--- config.mk ---
export PLATFORM = sky130hd
export DESIGN_NAME = tds_controller
export DESIGN_NICKNAME = d
export VERILOG_FILES = /design/src/rtl/core/tds_pkg.sv /design/src/rtl/core/tds_controller.sv
export VERILOG_INCLUDE_DIRS = /design/src /design/src/rtl/core
export SDC_FILE = /design/constraint.sdc
export NUM_CORES = 1
export LEC_CHECK = 0
export BUFFER_PORTS_ARGS = -buffer_cell sky130_fd_sc_hd__buf_4
export CAP_MARGIN = 20
export CELL_PAD_IN_SITES_DETAIL_PLACEMENT = 1
export CELL_PAD_IN_SITES_GLOBAL_PLACEMENT = 1
export CORE_UTILIZATION = 42
export DETAILED_ROUTE_END_ITERATION = 12
export HOLD_SLACK_MARGIN = 0.1
export PLACE_DENSITY_LB_ADDON = 0.2
export SYNTH_ARGS = -nofsm -noshare
export SYNTH_HDL_FRONTEND = slang
export SYNTH_SLANG_ARGS = --single-unit
--- constraint.sdc ---
create_clock -name clk -period 2.4 [get_ports clk]
set_input_delay 0 -clock clk [delete_from_list [all_inputs] [get_ports clk]]
set_output_delay 0 -clock clk [all_outputs]
set_load 0.05 [all_outputs]
--- src/rtl/core/tridiagonal_system_solver_defines.svh ---
// assertion macros for the tridiagonal solver
// used by files that carry concurrent checks
`ifndef TRIDIAGONAL_SYSTEM_SOLVER_DEFINES_SVH
`define TRIDIAGONAL_SYSTEM_SOLVER_DEFINES_SVH
`define TDS_ASSERT(lbl, clk_s, rst_s, prop) \
    lbl: assert property (@(posedge clk_s) disable iff (!rst_s) prop) \
        else $error("assertion failed");
`define TDS_ASSERT_NR(lbl, clk_s, prop) \
    lbl: assert property (@(posedge clk_s) prop) else $error("assertion failed");
`endif

--- src/rtl/core/tds_pkg.sv ---
// shared types, constants and arithmetic helpers for the tridiagonal solver
// no dependencies
`timescale 1ns / 1ps
package tds_pkg;
    localparam int MAX_ROWS = 64;
    localparam int WORD_BITS = 32;
    localparam int FRACTION_BITS = 16;
    localparam int IDX_BITS = $clog2(MAX_ROWS);
    localparam int CNT_BITS = IDX_BITS + 1;
    localparam int QUO_BITS = WORD_BITS + FRACTION_BITS;
    localparam int QCNT_BITS = $clog2(QUO_BITS + 1);

    typedef logic signed [WORD_BITS-1:0] word_t;

    typedef struct packed {
        logic signed [31:0] sub_coeff;
        logic signed [31:0] diag_coeff;
        logic signed [31:0] super_coeff;
        logic signed [31:0] rhs_value;
        logic last_row;
    } in_word_t;

    typedef struct packed {
        logic signed [31:0] solution_value;
        logic [5:0] row_index;
        logic last_out;
        logic divide_fault;
    } out_word_t;

    typedef enum logic [3:0] {
        ST_IDLE, ST_RD, ST_MUL, ST_ADD, ST_DIVP, ST_DIVQ, ST_WR,
        ST_BRD, ST_BMUL, ST_BADD, ST_EMIT
    } state_t;

    typedef enum logic [3:0] {
        OP_NONE, OP_LOAD, OP_READ, OP_MUL, OP_ADD, OP_DIVP_START, OP_DIVQ_START,
        OP_WRITE, OP_BREAD, OP_BMUL, OP_BADD, OP_BLOAD, OP_EMIT
    } op_t;

    typedef struct packed {
        op_t op;
        logic [IDX_BITS-1:0] addr;
    } cmd_t;

    typedef struct packed {
        logic div_busy;
        logic last_row;
        logic row_fault;
    } status_t;

    function automatic word_t sat_add(word_t a, word_t b, logic sub);
        logic signed [WORD_BITS:0] s;
        s = sub ? ({a[WORD_BITS-1], a} - {b[WORD_BITS-1], b})
                : ({a[WORD_BITS-1], a} + {b[WORD_BITS-1], b});
        if (s[WORD_BITS] != s[WORD_BITS-1])
            return s[WORD_BITS] ? {1'b1, {(WORD_BITS-1){1'b0}}}
                                : {1'b0, {(WORD_BITS-1){1'b1}}};
        return s[WORD_BITS-1:0];
    endfunction

    function automatic word_t sat_mag(logic [2*WORD_BITS-1:0] m, logic neg);
        logic [2*WORD_BITS-1:0] lim;
        lim = neg ? (2*WORD_BITS)'(1) << (WORD_BITS-1)
                  : ((2*WORD_BITS)'(1) << (WORD_BITS-1)) - 1'b1;
        if (m > lim)
            m = lim;
        return neg ? word_t'(-m[WORD_BITS-1:0]) : word_t'(m[WORD_BITS-1:0]);
    endfunction
endpackage

--- src/rtl/core/tds_controller.sv ---
// sequencer for forward elimination and back substitution
// depends on tds_pkg
`timescale 1ns / 1ps
`include "tridiagonal_system_solver_defines.svh"
module tds_controller (
    input  logic clk,
    input  logic rst_n,
    input  logic in_valid,
    output logic in_ready,
    output logic out_valid,
    input  logic out_ready,
    input  tds_pkg::status_t status,
    output tds_pkg::cmd_t cmd,
    output logic fault_out
);
    tds_pkg::state_t state_reg, state_next;
    logic [tds_pkg::CNT_BITS-1:0] rows_reg, rows_next;
    logic [tds_pkg::IDX_BITS-1:0] bidx_reg, bidx_next;
    logic fault_reg, fault_next, bfirst_reg, bfirst_next;
    logic full;

    assign full = (rows_reg == tds_pkg::CNT_BITS'(tds_pkg::MAX_ROWS));

    always_ff @(posedge clk or negedge rst_n)
    begin
        if (!rst_n)
        begin
            state_reg <= tds_pkg::ST_IDLE;
            rows_reg <= '0;
            bidx_reg <= '0;
            fault_reg <= 1'b0;
            bfirst_reg <= 1'b0;
        end
        else
        begin
            state_reg <= state_next;
            rows_reg <= rows_next;
            bidx_reg <= bidx_next;
            fault_reg <= fault_next;
            bfirst_reg <= bfirst_next;
        end
    end

    always_comb
    begin
        state_next = state_reg;
        rows_next = rows_reg;
        bidx_next = bidx_reg;
        fault_next = fault_reg;
        bfirst_next = bfirst_reg;
        cmd.op = tds_pkg::OP_NONE;
        cmd.addr = rows_reg[tds_pkg::IDX_BITS-1:0];
        in_ready = 1'b0;
        out_valid = 1'b0;
        unique case (state_reg)
            tds_pkg::ST_IDLE:
            begin
                in_ready = 1'b1;
                if (in_valid)
                begin
                    cmd.op = tds_pkg::OP_LOAD;
                    state_next = tds_pkg::ST_RD;
                end
            end
            tds_pkg::ST_RD:
            begin
                if (full)
                begin
                    if (status.last_row)
                    begin
                        bidx_next = tds_pkg::IDX_BITS'(rows_reg - 1'b1);
                        bfirst_next = 1'b1;
                        state_next = tds_pkg::ST_BRD;
                    end
                    else
                        state_next = tds_pkg::ST_IDLE;
                end
                else
                begin
                    cmd.op = tds_pkg::OP_READ;
                    cmd.addr = rows_reg[tds_pkg::IDX_BITS-1:0] - 1'b1;
                    state_next = tds_pkg::ST_MUL;
                end
            end
            tds_pkg::ST_MUL:
            begin
                cmd.op = tds_pkg::OP_MUL;
                state_next = tds_pkg::ST_ADD;
            end
            tds_pkg::ST_ADD:
            begin
                cmd.op = tds_pkg::OP_ADD;
                state_next = tds_pkg::ST_DIVP;
            end
            tds_pkg::ST_DIVP:
            begin
                cmd.op = tds_pkg::OP_DIVP_START;
                state_next = tds_pkg::ST_DIVQ;
            end
            tds_pkg::ST_DIVQ:
            begin
                if (!status.div_busy)
                begin
                    cmd.op = tds_pkg::OP_DIVQ_START;
                    state_next = tds_pkg::ST_WR;
                end
            end
            tds_pkg::ST_WR:
            begin
                if (!status.div_busy)
                begin
                    cmd.op = tds_pkg::OP_WRITE;
                    rows_next = rows_reg + 1'b1;
                    state_next = tds_pkg::ST_EMIT;
                    if (status.last_row)
                    begin
                        bidx_next = rows_reg[tds_pkg::IDX_BITS-1:0];
                        bfirst_next = 1'b1;
                    end
                end
            end
            tds_pkg::ST_BRD:
            begin
                cmd.op = tds_pkg::OP_BREAD;
                cmd.addr = bidx_reg;
                state_next = tds_pkg::ST_BMUL;
            end
            tds_pkg::ST_BMUL:
            begin
                cmd.op = tds_pkg::OP_BMUL;
                state_next = tds_pkg::ST_BADD;
            end
            tds_pkg::ST_BADD:
            begin
                cmd.op = bfirst_reg ? tds_pkg::OP_BLOAD : tds_pkg::OP_BADD;
                state_next = tds_pkg::ST_EMIT;
                bfirst_next = 1'b0;
            end
            tds_pkg::ST_EMIT:
            begin
                fault_next = fault_reg | status.row_fault;
                if (!status.last_row)
                    state_next = tds_pkg::ST_IDLE;
                else if (bfirst_reg)
                    state_next = tds_pkg::ST_BRD;
                else
                begin
                    out_valid = 1'b1;
                    if (out_ready)
                    begin
                        cmd.op = tds_pkg::OP_EMIT;
                        if (bidx_reg == '0)
                        begin
                            rows_next = '0;
                            fault_next = 1'b0;
                            state_next = tds_pkg::ST_IDLE;
                        end
                        else
                        begin
                            bidx_next = bidx_reg - 1'b1;
                            state_next = tds_pkg::ST_BRD;
                        end
                    end
                end
            end
            default:
                state_next = tds_pkg::ST_IDLE;
        endcase
    end

    assign fault_out = fault_reg | status.row_fault;

    `TDS_ASSERT(a_rows_bound, clk, rst_n,
        rows_reg <= tds_pkg::CNT_BITS'(tds_pkg::MAX_ROWS))
    `TDS_ASSERT(a_no_both, clk, rst_n, !(in_ready && out_valid))
    `TDS_ASSERT(a_emit_clears, clk, rst_n,
        (out_valid && out_ready && bidx_reg == '0) |=> (rows_reg == '0))
endmodule

==> Word level (Yosys, flattened, before mapping) <==
Cells that the tools add are included.
{ "word_totals": {"reg_bits": 19, "word_cells": 89} }
{ "classes": {"bitwise": 1, "eq_ne": 23, "muxes": 47, "reduce_logical": 9, "n_addsub": 4} }
{ "ops": {"columns": ["op", "count"], "rows": [
  ["$pmux 4 s11", 2],
  ["$mux 6", 8],
  ["$mux 4", 9],
  ["$mux 7", 5],
  ["$ne 2x2->1 const B", 11],
  ["$pmux 6 s3", 1],
  ["$sub 6x1->6 const B", 3],
  ["$eq 4x3->1 const B", 4],
  ["$mux 3", 5],
  ["$pmux 7 s2", 1],
  ["$mux 1", 13],
  ["$eq 4x4->1 const B", 3],
  ["$pmux 6 s2", 1],
  ["$reduce_and 9->1", 1],
  ["$eq 4x2->1 const B", 2],
  ["$mux 8", 1],
  ["$add 7x1->7 const B", 1],
  ["$eq 7x7->1 const B", 1],
  ["$logic_not 6->1", 1],
  ["$reduce_and 6->1", 1],
  ["$reduce_bool 3->1", 2],
  ["$eq 4x1->1 const B", 1],
  ["$logic_not 4->1", 1],
  ["$ne 4x4->1 const B", 1],
  ["5 further kinds", 5]
]} }

==> Depth between registers and ports, before layout <==
{ "logic_depth": {"ltp_word": 6, "mapped_depth": 8} }

==> Least setup slack after synthesis <==
Ideal clock, no wire load.
{ "synth_path": {"path_type": "register -> output", "startpoint": "reg state_reg[0]", "endpoint": "out cmd[4] (netlist bit)", "path_buffers": 2, "path_stages_with_launch": 6, "t_arrival_ns": 2.497, "slack_ns": -0.097, "path_cell_list": "dfrtp_1 -> buf_4 -> clkbuf_1 -> nor4b_1 -> o21ai_1 -> o311ai_1"} }
{ "synth_rtl": {"columns": ["item", "line", "text"], "rows": [
  ["start, declared", "tds_controller.sv:16", "tds_pkg::state_t state_reg, state_next;"],
  ["start signal, assigned", "tds_controller.sv:28", "state_reg <= tds_pkg::ST_IDLE;"],
  ["start signal, assigned", "tds_controller.sv:36", "state_reg <= state_next;"],
  ["end, declared", "tds_controller.sv:13", "output tds_pkg::cmd_t cmd,"]
]} }

==> out/metrics.yaml <==
status:
  status: "completed"
timing:
  tns_ns: 0
  setup_violations: 0
  clock-skew-final_ns: 0.00253
  fmax_ghz: 0.442
  finalHoldViolCount: 0
  finalCritPeriodShare: 0.942
  rsz0062_at_grt: "false"
  worst_pin_slew_ns: 0.642
  period_needed_ns: 2.26
  maxSlewViolCount: 0
  relSlewSlack: 0.572
layout:
  multi_input_area_mm2: 0.00110
  final_cell_mix: "buf_4, o21ai_0, nor2_1"
  antennaDiodeCount: 0
  areaGrowthSynthToFinish_pct: 19.6
  regArea_um2: 477
  final_common_cell: "buf_4"
  nNetsFinal: 256
  largest_reg_flops: 7
  drive_gt1_frac: 0.204
  fillCellCount: 480
route:
  wl_met1_mm: 2.34
  drtIter0Drc: 71
  vias: 1835
  wl_met2_mm: 2.63
  drc_errors: 0
  wl_mm: 5.23
  met3_length_um: 180
  top_layer: "met4"
  viasPerCell: 6.26
  dr.pass1.iters: 4
  wl_per_cell_um: 17.8
  ant_nets: 0
global_route:
  grtUsageTotal: 0.261
  grt_pass1_vias: 1794
  grt_start_max_net_pins: 23
  grt_pass1_wl_mm: 8.48
  grt_overflow_total: 0
  antenna_found_initial: 0
floorplanning:
  fp.dieH_um: 65.0
  rows: 22
  start_util: 0.445
  core-area_mm2: 0.00374
  io_pins: 20
  die_area_mm2: 0.00422
  die_x_um: 65.0
setup_path:
  crit_chain: "inv_1 > ha_2 > or3b_4 > nor3_4 > buf_4 > o21ai_0 > o211ai_1 > buf_4"
  crit_path_end_kind: "output port"
  critPathMostFrequentCell: "buf_4"
  path_class: "flip-flop to output port"
  crit_slowest_cell: "dfrtp_2"
  crit_required_ns: 2.40
  arrival_ns: 2.26
  worstSetupStartpointType: "flip-flop"
  crit_fanout: 7
  cpPeakStageDelay_ns: 0.45
  path_delay_family: "simple AND/OR/NAND/NOR gates"
  crit_buf_inv: 3
pwr:
  irDropWorstVdd_mv: 0.719
  power_switching_w: 0.00158
  p_clk_frac: 0.084
  sw_frac_of_total: 0.545
  total_power_w: 0.00290
  power.leakage_nw: 0.852
  p_comb_frac: 0.702
  power_density_mw_per_mm2: 1450
  seqPwrFrac: 0.214
  p_int_w: 0.00132
synth:
  ys_warn_count: 0
  synth.area.top_cells: "dfrtp_1, o21ai_0, nor2_1"
  synthCells: 223
  seq_area_frac_synth: 0.285
  syn_area_per_cell_um2: 7.47
  synth.net_count: 233
  ys.flop_type: "dfrtp_1"
  syn_area_mm2: 0.00167
  async_reset_ff_frac: 1.00
  ys_ff_latch: 19
  synth_edf_count: 0
  synth.distinct_cells: 55
  synth_top_cell_by_area: "dfrtp_1"
  synthDominantCellAreaShare: 0.285
worst_hold_path:
  hp-class: "primary input to flip-flop"
cts:
  clock_path_buffers: 2
  cts_sinks: 19
  cts-buffers-inserted: 3
  clkTransAtPathRegs_ns: 0.08
  cts_tree: "done"
  htreeDepth: 1
  cts_root_buf: "clkbuf_8"
  clock_latency_ns: 0.27
placed_design:
  io_buffers: 19
  gp_congestion: 0.887
  place_hpwl_mm: 3.85
job:
  cap_violations: 0
worst min-delay path: stages:
cell and delay (ns):
buf_4 0.08, nor3_1 0.07, o21bai_1 0.17
logic make-up after synthesis:
group / synth area share
simple gates: 0.302
compound gates: 0.307
buf+inv: 0.0653
flops: 0.285
fa+ha+maj: 0.0225
mux: 0.0128
xor+xnor: 0.00526
per-stage QoR:
| step | instance area [µm²] | util | worst slack, ns | hold WS [ns] | std cells |
|---|---|---|---|---|---|
| after floorplan | 1670 | - | 0.0721 | -0.296 | 223 |
| after global placement | 1910 | 0.509 | 0.232 | -0.112 | 286 |
| after detailed placement | 1910 | 0.509 | 0.130 | -0.0986 | 286 |
| after CTS | 1980 | 0.528 | 0.000645 | 0.102 | 292 |
| after global routing | 1990 | 0.532 | 0.0154 | 0.109 | 293 |
| final | 1990 | 0.532 | 0.140 | 0.0964 | 293 |
repair_timing:
item,CTS,global route
hold buffers,2,0
setup buffers,0,1
gates resized for setup,0,5
endpoints found under the hold margin,20,0
endpoints found under the setup margin,0,7
cell usage after synthesis, types with 2 or more instances:
library cell  number
a22o_1             2
ha_1               3
o31ai_1            2
buf_2              3
nand2_1           13
nor3_1            11
a21o_1             3
o22ai_1            4
nand2b_1           5
a211oi_1           2
dfrtp_1           19
o21ai_0           27
buf_1              2
a31oi_1            5
inv_1              9
nor2b_1            5
nor4b_1            2
clkbuf_1          12
nand4_1            2
and3_1             3
a222oi_1           3
o211ai_1           3
nor4_1             4
a21oi_1           12
nand3b_1           5
nand4bb_1          2
nor2_1            24
o21ai_1            9
per-layer routing:
metal / vias to the layer above / GRT usage
met4: 0 / 0.0639
li1: 874 / -
met1: 911 / 0.327
met2: 40 / 0.469
met3: 10 / 0.0317
met5: - / 0
layout make-up:
class,count,share of cell area
clock buffers,3,0.0207
flip-flops and latches,19,0.239
clock inverters,1,0.00377
well taps,48,0.0301
repair buffers,36,0.138
inverters,9,0.0169
multi-input cells,177,0.551
power by group through the flow:
stage / registers [W] / clock network [W] / logic, W
CTS: 0.000611 / 0.000246 / 0.00200
detailed placement: 0.000618 / 0 / 0.00198
floorplan: 0.000548 / 0 / 0.00150
finish: 0.000619 / 0.000245 / 0.00203
global placement: 0.000607 / 0 / 0.00194
global route: 0.000638 / 0.000262 / 0.00219
final timing paths:
check	depth (start not counted)	startpoint	slack [ns]	end
setup / recovery	8	rows_reg[1]$_DFFE_PN0P_	0.14	cmd[1]
hold / removal	3	out_ready	0.1	state_reg[3]$_DFFE_PN0P_
setup reg to reg	5	state_reg[1]$_DFFE_PN0P_	0.17	bidx_reg[0]$_DFFE_PN0P_
hold reg to reg	1	rows_reg[6]$_DFFE_PN0P_	0.49	rows_reg[6]$_DFFE_PN0P_
max in group asynchronous	2	rst_n	2.02	rows_reg[1]$_DFFE_PN0P_
min in group asynchronous	2	rst_n	0.14	state_reg[3]$_DFFE_PN0P_
Power figures use the tool's default switching activity.
